--- src/rtl/core/fifo_evicting_key_table_assert.svh ---
// Assertion macros used by the key table top level.
`ifndef FIFO_EVICTING_KEY_TABLE_ASSERT_SVH
`define FIFO_EVICTING_KEY_TABLE_ASSERT_SVH

// Same-cycle implication, checked on every rising clock edge outside reset.
`define FETK_ASSERT_NOW(label, cond, cons, msg) \
  label: assert property (@(posedge clk) disable iff (rst) (cond) |-> (cons)) \
    else $error(msg);

// Next-cycle implication, checked on every rising clock edge outside reset.
`define FETK_ASSERT_NEXT(label, cond, cons, msg) \
  label: assert property (@(posedge clk) disable iff (rst) (cond) |=> (cons)) \
    else $error(msg);

`endif

--- src/rtl/core/fetk_pkg.sv ---
// Shared constants, codes and types of the key table.
package fetk_pkg;

  localparam int CAPACITY   = 64;
  localparam int KEY_BITS   = 64;
  localparam int COUNT_BITS = 32;
  localparam int IDX_W      = (CAPACITY > 1) ? $clog2(CAPACITY) : 1;
  localparam int CNT_W      = $clog2(CAPACITY + 1);
  localparam int ENTRY_W    = 7;
  localparam int REFS_W     = 32;

  // Operation codes carried in the input tuser field.
  typedef enum logic [1:0] {
    OP_INSERT = 2'd0,
    OP_FORGET = 2'd1,
    OP_QUERY  = 2'd2
  } op_t;

  // Controller state, one-hot.
  typedef enum logic [1:0] {
    ST_IDLE  = 2'b01,
    ST_APPLY = 2'b10
  } state_t;

  // Control broadcast from the controller to every cell.
  typedef struct packed {
    logic             lookup;
    logic             remove;
    logic             append;
    logic [IDX_W-1:0] append_pos;
  } cell_ctl_t;

endpackage

--- src/rtl/core/fetk_cell.sv ---
// One slot of the ordered table: holds a key and count, compares and shifts.
module fetk_cell (
  input  logic                            clk,
  input  logic [fetk_pkg::IDX_W-1:0]      idx,
  input  logic [fetk_pkg::CNT_W-1:0]      live,
  input  fetk_pkg::cell_ctl_t             ctl,
  input  logic [fetk_pkg::KEY_BITS-1:0]   cmp_key,
  input  logic [fetk_pkg::KEY_BITS-1:0]   wr_key,
  input  logic [fetk_pkg::COUNT_BITS-1:0] wr_count,
  input  logic [fetk_pkg::KEY_BITS-1:0]   nbr_key,
  input  logic [fetk_pkg::COUNT_BITS-1:0] nbr_count,
  input  logic                            prefix_in,
  output logic                            prefix_out,
  output logic                            hit,
  output logic [fetk_pkg::KEY_BITS-1:0]   key,
  output logic [fetk_pkg::COUNT_BITS-1:0] count,
  output logic [fetk_pkg::COUNT_BITS-1:0] hit_count
);

  logic occupied;
  logic shift;

  // A slot is live when its position lies below the live entry count.
  assign occupied = ({1'b0, idx} < live);

  // From the removal point on, every slot takes its right neighbor.
  assign prefix_out = prefix_in | hit;
  assign shift      = ctl.remove & prefix_out;
  assign hit_count  = hit ? count : '0;

  // Match flag is captured when the request is taken.
  always_ff @(posedge clk) begin
    if (ctl.lookup) begin
      hit <= occupied && (key == cmp_key);
    end
  end

  // Append wins over the shift at the newest position.
  always_ff @(posedge clk) begin
    if (ctl.append && (idx == ctl.append_pos)) begin
      key   <= wr_key;
      count <= wr_count;
    end else if (shift) begin
      key   <= nbr_key;
      count <= nbr_count;
    end
  end

endmodule

--- config.mk ---
export PLATFORM = sky130hd
export DESIGN_NAME = fetk_cell
export DESIGN_NICKNAME = d
export VERILOG_FILES = /design/src/rtl/core/fifo_evicting_key_table_assert.svh /design/src/rtl/core/fetk_pkg.sv /design/src/rtl/core/fetk_cell.sv
export SDC_FILE = /design/constraint.sdc
export NUM_CORES = 1
export LEC_CHECK = 0
export ABC_CLOCK_PERIOD_IN_PS = 3800
export BUFFER_PORTS_ARGS = -buffer_cell sky130_fd_sc_hd__buf_4
export CAP_MARGIN = 0
export CORE_AREA = 2 2 161 163
export DETAILED_ROUTE_END_ITERATION = 7
export DIE_AREA = 0 0 163 165
export PLACE_DENSITY = 0.51
export SETUP_SLACK_MARGIN = 0.15
export SYNTH_ARGS = -nofsm -noshare
export SYNTH_HDL_FRONTEND = slang
export SYNTH_SLANG_ARGS = --single-unit
--- constraint.sdc ---
create_clock -name clk -period 3.8 [get_ports clk]
set_input_delay 0.19 -clock clk [delete_from_list [all_inputs] [get_ports clk]]
set_output_delay 0.19 -clock clk [all_outputs]
set_load 0.01 [all_outputs]
==> results.toml <==
[status]
status = "finished, final reports clean"

[drt]
route.detailed.drc = 0
wire_per_inst_um = 18.92
drt_iter0_markers = 129
drt-total-wl_um = 21180
vias_per_cell = 4.095
ant_nets = 0
drtPass1Iterations = 4
vias = 4582

[clock_network]
cts_resized = 0
cts_buffers = 9
ctsHoldBuffers = 0
root_buffer = "clkbuf_16"
h-tree-depth = 3
cts_tree = "done"
post-cts-setup-buffers = 0
clk_pin_slew_ps = 70
clock_latency_ps = 350
clockBufferDepth = 2
cts_sinks = 97

[power]
powerDensity_nw_per_um2 = 314.7
vdd_drop_max_v = 0.0001638
p_leak_nw = 3.921

[setup_path]
rr_endpoint = "count[13]$_DFFE_PP_"
end_kind = "flop"
rr_startpoint = "hit$_DFFE_PP_"
reg2regPathDepth = 4
worstSetupStartpointType = "flop"
critPathKind = "reg2reg"
arrival_ps = 2090
cp_max_fo = 34
r2r_slack_ps = 1700
cp.required_ps = 3790

[synth]
ys_seq_elements = 97
synth_mux_area_frac = 0.2049
yosys.area_share.simple = 0.08041
ys_warn_count = 0
synthCells = 371
ys_seq_area_frac = 0.5522
synthAdderAreaFrac = 0.01186
synth_nets = 656
synth_compound_area_frac = 0.03321
synth_top_family_by_area = "multiplexers"
synth.distinct_cells = 31
syn_avg_cell_area_um2 = 14.22
syn_area_um2 = 5275
synth-xor-area-share = 0.08800

[die]
die_area_um2 = 26900
initial_core_util = 0.2107
io_pins = 410
row_count = 58
core_um2 = 25040
die_height_um = 165
die_w_um = 163

[cells_and_area]
utilization = 0.3606
fin_nets = 1068
layout_commonest_cell = "buf_4"
final_cell_mix = "buf_4, edfxtp_1, mux2_2, xor2_1, and2_1"
drive_gt1_frac = 0.6332
nFillCells = 2550
syn_to_final_growth_pct = 71.13

[global_route]
grt_use_total = 0.1507
grt_max_degree = 54
grt_pass1_wl_um = 29450
gr-total-overflow = 0
grt_pass1_vias = 4946
grt_antenna_before_repair = 1

[sta]
setup_tns_ps = 0
worst_pin_slew_ps = 740.0
finalSetupViolCount = 0
whs_ps = 41.67
report.final.slew_viol_count = 0
relSlewSlack = 0.5067
fmax_mhz = 475.7
fin_worst_skew_ps = 10.72
period_share = 0.5532
rsz0062_at_grt = "no"
min_period_ps = 2102
hold_violations = 0

[hold_path]
hold_path_end = "hit$_DFFE_PP_"
min_from = "ctl[8]"
hold_depth = 1
hp-class = "in2reg"

[placed_design]
dp_hpwl_um = 17530
io_buffers = 409
gp_congestion = 0.7640

[flow_run]
drv_cap = 0
[state kept, by name, summed over array words and instances (netlist names)]
| name | cells |
|---|---|
| key | 64 |
| hit | 1 |
| count | 32 |
[cells by family after synthesis]
logic type                 count (synthesis)
buffers and inverters                     33
adders and majority gates                  5
AOI/OAI and AO/OA                         22
muxes                                     96
and+or+nand+nor                           65
DFF                                       97
xor gates and xnor gates                  53
[Yosys cell counts, drive strengths merged]
cell | n | share of area
nor2 | 2 | 0.0014
a22o | 2 | 0.0033
nand4b | 1 | 0.0017
buf | 10 | 0.013
clkbuf | 3 | 0.0021
a2111oi | 3 | 0.0062
xor2 | 32 | 0.053
and2 | 32 | 0.038
inv | 20 | 0.014
or2 | 1 | 0.0012
o2111ai | 3 | 0.0050
nor2b | 5 | 0.0059
nand2b | 4 | 0.0047
and2b | 1 | 0.0014
nand4 | 7 | 0.0083
nor4 | 11 | 0.017
a21oi | 2 | 0.0019
nand2 | 1 | 0.00071
o2bb2ai | 2 | 0.0033
edfxtp | 97 | 0.55
mux2 | 96 | 0.20
xnor2 | 21 | 0.035
a2111o | 1 | 0.0021
ha | 5 | 0.012
o22ai | 6 | 0.0071
a21o | 3 | 0.0043
[worst max-delay path, stage by stage, from the launching register on]
cell and delay, ps:
edfxtp_1 330, buf_4 270, or2_2 270, a21o_4 370
buf_4 460
[worst max-delay path by stage]
| stage | from | end | slack [ps] |
|---|---|---|---|
| floorplan | ctl[3] | count[0]$_DFFE_PP_ | 220 |
| global placement | ctl[4] | count[28]$_DFFE_PP_ | 1540 |
| detailed placement | ctl[4] | key[1]$_DFFE_PP_ | 1530 |
| CTS | hit$_DFFE_PP_ | count[22]$_DFFE_PP_ | 1600 |
| global route | hit$_DFFE_PP_ | key[58]$_DFFE_PP_ | 1530 |
| finish | hit$_DFFE_PP_ | count[13]$_DFFE_PP_ | 1700 |
[where the power goes]
group          leakage [nW]  internal (W)  total, W  switching [W]
registers             0.931       0.00126   0.00131      0.0000466
logic                  2.86      0.000374  0.000598       0.000225
clock network         0.129      0.000510  0.000937       0.000427
total                  3.92       0.00214   0.00284       0.000698
[layer usage]
metal / global-route usage / vias up / wire, µm
met5: 0 / - / 0
met4: 0.04264 / 0 / 358
met3: 0.04571 / 20 / 1741
met2: 0.2760 / 214 / 11180
met1: 0.1687 / 2154 / 7890
li1: - / 2194 / -
[through the flow]
stage                     setup WS, ps  power [W]  instance area [µm²]  std cells
final                             1698   0.002841                 9027       1119
after global placement            1538   0.001938                 8736       1102
after global routing              1528   0.002979                 9025       1118
after floorplan                  223.1   0.001524                 5275        371
after detailed placement          1527   0.001939                 8736       1102
after CTS                         1604   0.002900                 9025       1118
[final cells by class]
type                    count  area, µm²  share of cell area
multi-input cells         241       2215              0.2453
diodes                      1      2.502           0.0002772
clock inverters             5      56.30            0.006237
flip-flops and latches     97       2913              0.3227
repair buffers            414       3120              0.3457
inverters                  20      75.07            0.008316
clock buffers              11      232.7             0.02578
well taps                 330      412.9             0.04574
No activity file was read; power rests on OpenSTA's default activity.
